`src/hw/rtl/sia_ram.sv`:
```
`default_nettype none
// ----------------------------------------------------------------------------
// sia_ram
// Generic RAM, one write port and one read port, read data registered.
// ----------------------------------------------------------------------------
module sia_ram #(
    parameter  int WIDTH = 8,
    parameter  int DEPTH = 16,
    localparam int AW    = (DEPTH > 1) ? $clog2(DEPTH) : 1
) (
    input  wire logic             i_clk,
    input  wire logic             i_we,
    input  wire logic [AW-1:0]    i_waddr,
    input  wire logic [WIDTH-1:0] i_wdata,
    input  wire logic             i_re,
    input  wire logic [AW-1:0]    i_raddr,
    output logic      [WIDTH-1:0] o_rdata
);

    logic [WIDTH-1:0] r_mem [DEPTH];

    always_ff @(posedge i_clk) begin
        if (i_we) begin
            r_mem[i_waddr] <= i_wdata;
        end
        if (i_re) begin
            o_rdata <= r_mem[i_raddr];
        end
    end

endmodule
`default_nettype wire
```
`config.mk`:
```
export PLATFORM = sky130hd
export DESIGN_NAME = sia_ram
export DESIGN_NICKNAME = d
export VERILOG_FILES = /design/src/hw/rtl/sia_ram.sv
export SDC_FILE = /design/constraint.sdc
export NUM_CORES = 1
export LEC_CHECK = 0
export ABC_CLOCK_PERIOD_IN_PS = 4400
export BUFFER_PORTS_ARGS = -buffer_cell sky130_fd_sc_hd__buf_2
export CORE_MARGIN = 10
export CORE_UTILIZATION = 25
export CTS_CLUSTER_DIAMETER = 50
export CTS_CLUSTER_SIZE = 25
export DETAILED_ROUTE_END_ITERATION = 16
export HOLD_SLACK_MARGIN = 0.08
export PLACE_DENSITY = 0.46
export SKIP_CTS_REPAIR_TIMING = 1
export SLEW_MARGIN = 20
export SYNTH_ARGS = -nofsm -noshare
export SYNTH_HDL_FRONTEND = slang
export SYNTH_SLANG_ARGS = --single-unit
```
`constraint.sdc`:
```
create_clock -name i_clk -period 4.4 [get_ports i_clk]
set_input_delay 0 -clock i_clk [delete_from_list [all_inputs] [get_ports i_clk]]
set_output_delay 0 -clock i_clk [all_outputs]
set_load 0.01 [all_outputs]
```
## Word-level counts from Yosys, hierarchy flattened

Memory sizes are Yosys's and may differ from the RTL's. A register that Yosys moved wholly into a read port is not among the register bits.
Index checks and enable logic that the tools add are counted.

- Register bits: 0
- Memory bits (writable): 128
- Input bits: 19
- Output and inout bits: 8
- Logic and storage cells: 3
- Memories: 1

Memories:

| memory | depth | width | read ports | clocked after Yosys merged registers in | write ports | line | text |
|---|---|---|---|---|---|---|---|
| r_mem | 16 | 8 | 1 | 1 | 1 | 20 | `logic [WIDTH-1:0] r_mem [DEPTH];` |

- Muxes and demuxes: 2

Operators by type and width:

| cell | number |
|---|---|
| $mux 1 | 2 |

## Depth between registers and ports, before layout

- Word-level depth: 2
- Gate-level depth with buffers: 5
- Depth with buffers taken out: 3

## Worst setup path after synthesis

Ideal clock, no wire load.

- Path type: input-to-reg
- Start point: input i_waddr[2]
- End point: memory r_mem[0][0], enable pin
- Library setup time: 0.383 ns
- Arrival time: 1.110 ns
- Required time: 4.017 ns
- Setup slack: 2.907 ns
- Stages: 2
- Path buffers: 0
- Path through: or3b_2 nor3_1

RTL lines:

| element | line | text |
|---|---|---|
| from (decl) | 13 | `input wire logic [AW-1:0] i_waddr,` |
| to (decl) | 20 |  |

No word-level cell before the write port.

==> summary.md <==
| Metric | Value |
|---|---|
| Status | finished clean |
| H-Tree Depth | 4 |
| Unique masters post-synth | 18 |
| CTS tree | built |
| Clk_skew | 0.00723 ns |
| Nets | 297 |
| Final hold vios | 0 |
| Mapped Cells | 229 |
| Max cap viols | 0 |
| Max Clock Freq | 571 MHz |
| Die W | 165 µm |
| Worst-case clock buffer depth | 2 |
| Largest net degree at the start of global routing | 33 |
| CTS root buffer | clkbuf_16 |
| Fin cells | 561 |
| Ant. Diodes | 0 |
| Tot Pwr | 3.00 mW |
| Dpl hpwl | 7290 µm |
| Post-DRT Antenna Nets | 0 |
| DRT Pass-1 Iters | 4 |
| Crit path time final | 1.75 ns |
| Slew Limit Headroom | 0.314 |
| PnR worst setup slack | 2.65 ns |
| Congestion Overflow GR | 0 |
| Total negative slack | 0 ns |
| Routed wire length | 11500 µm |
| DR iter-0 viols | 166 |
| Fin area | 6340 µm² |
| GP Congestion | 0.694 |
| Avg Cell Area, Syn | 22.8 µm² |
| Startpoint Class | input port |
| HP Class | input port to register |
| Most common cell after layout, fill and taps aside | edfxtp_1 |
| CP arrival | 1.90 ns |
| Via density per instance | 4.34 |
| PortBufs | 26 |
| Rows | 52 |
| Synthesized flop and latch total | 136 |
| Final period utilization | 0.398 |
| Synthesized area | 5230 µm² |
| Die footprint | 27100 µm² |
| Avg WL per Cell | 20.4 µm |
| First-pass GRT wire length | 17200 µm |
| Worst VDD drop | 0.000254 V |
| Placement Cell Area | 5640 µm² |
| Critical path type | input port to register |
| Worst slack at placement | 2.14 ns |
| RR Startpoint | r_mem[3][7] |
| Crit. End Element | register |
| TritonCTS Sinks | 136 |
| Vias in the first global route | 2519 |
| Register area share after synthesis | 0.781 |
| Core area | 20400 µm² |
| Layout area overhead | 21.2% |
| R2R Setup Slk | 2.86 ns |
| Total number of vias | 2432 |
| RR Endpoint | o_rdata[7] |
| Most frequent cells in the layout | 136 x edfxtp_1, 26 x buf_2, 18 x mux4_2 |
| Critical path data required time | 4.55 ns |
| Worst min-delay path startpoint | i_waddr[1] |
| Slew @ Worst Pin | 1.03 ns |
| Clk Latency, worst-skew pair | 0.41 ns |
| Final setup viols | 0 |
| Pwr per Cell Area | 474 nW/µm² |
| # IOs | 27 |
| Synth Warn # | 0 |
| Final Max Slew Viols | 0 |
| Hold EP | r_mem[0][0] |
| Clock-pin slew on the worst setup and hold paths | 0.06 ns |
| Critical-path maximum fanout | 19 |
| Layout cells sized above 1 | 0.268 |
| Global Route Usage Sum | 0.0901 |
| Cells on Worst Hold Path | 2 |
| Static Leak | 2.05 nW |
| Drc violations | 0 |
| RSZ-0062 raised after global routing | false |
| Net Count, Synth | 248 |
| Hold_ws | 0.116 ns |
| Die Ht | 165 µm |
| Initial antenna violation count | 0 |
| FF-to-FF path depth | 3 |
| Final Core Density | 0.310 |
| Starting Density | 0.256 |
| TritonCTS buffer count | 17 |
| Inst Count DP | 518 |
==> where the power goes <==
group	internal (mW)	total (mW)	switching, mW
clock network	0.879	1.39	0.511
registers	1.46	1.47	0.00688
logic	0.0574	0.144	0.0863
total	2.40	3.00	0.604
==> area by class of cell <==
class,instances,area [µm²]
Timing Repair Buffer,40,263
Fill cell,1991,14100
Clock buffer,17,425
Clock inverter,15,160
Multi-Input combinational cell,83,1070
Sequential cell,136,4080
Tap cell,270,338
==> flip-flops by register name, indices dropped and copies added (netlist names) <==
name	count
o_rdata	8
r_mem	128
==> cell families (layout without fill, tap and decap cells) <==
kind of cell / Yosys count / after routing / share of synthesized area
buffers and inverters: 10 / 72 / 0.0165
DFF: 136 / 136 / 0.781
muxes: 32 / 32 / 0.148
and+or+nand+nor: 35 / 35 / 0.0314
AOI/OAI and AO/OA: 16 / 16 / 0.0230
==> worst max path at each step <==
stage | start | endpoint | slack [ns] | cells after the start
after floorplan | i_waddr[2] | r_mem[0][0] | 2.91 | 2
after global placement | i_raddr[0] | o_rdata[0] | 2.15 | 5
after detailed placement | i_raddr[0] | o_rdata[0] | 2.14 | 5
after CTS | i_raddr[0] | o_rdata[0] | 2.58 | 5
after global routing | i_raddr[0] | o_rdata[0] | 2.50 | 5
final | i_raddr[0] | o_rdata[0] | 2.65 | 5
==> worst max-delay path, cell delays in order <==
cell and delay, ns:
buf_2 0.52, buf_4 0.41, mux4_1 0.61, a22oi_1 0.23, nand2_1 0.11
==> metal layers <==
layer / vias to the layer above / share of wire / track usage
li1: 1080 / - / -
met1: 1279 / 0.49 / 0.126
met2: 65 / 0.45 / 0.127
met3: 8 / 0.054 / 0.0326
met4: 0 / 0.0078 / 0.0266
met5: - / 0 / 0
==> Yosys cell counts <==
cell type,instances,share of area
mux4_1,14,0.070
nand2b_1,2,0.0024
and2b_1,1,0.0014
buf_2,3,0.0029
nor2_1,13,0.0093
buf_6,3,0.0065
nor3_1,4,0.0038
buf_4,1,0.0014
or3b_2,1,0.0017
nand3_1,1,0.00096
mux4_2,18,0.078
and2_1,1,0.0012
clkdlybuf4s25_2,3,0.0057
edfxtp_1,136,0.78
nand2_1,9,0.0065
nand3b_1,2,0.0029
nor2b_1,1,0.0012
a22oi_1,16,0.023
(Power assumes the default switching activity.)
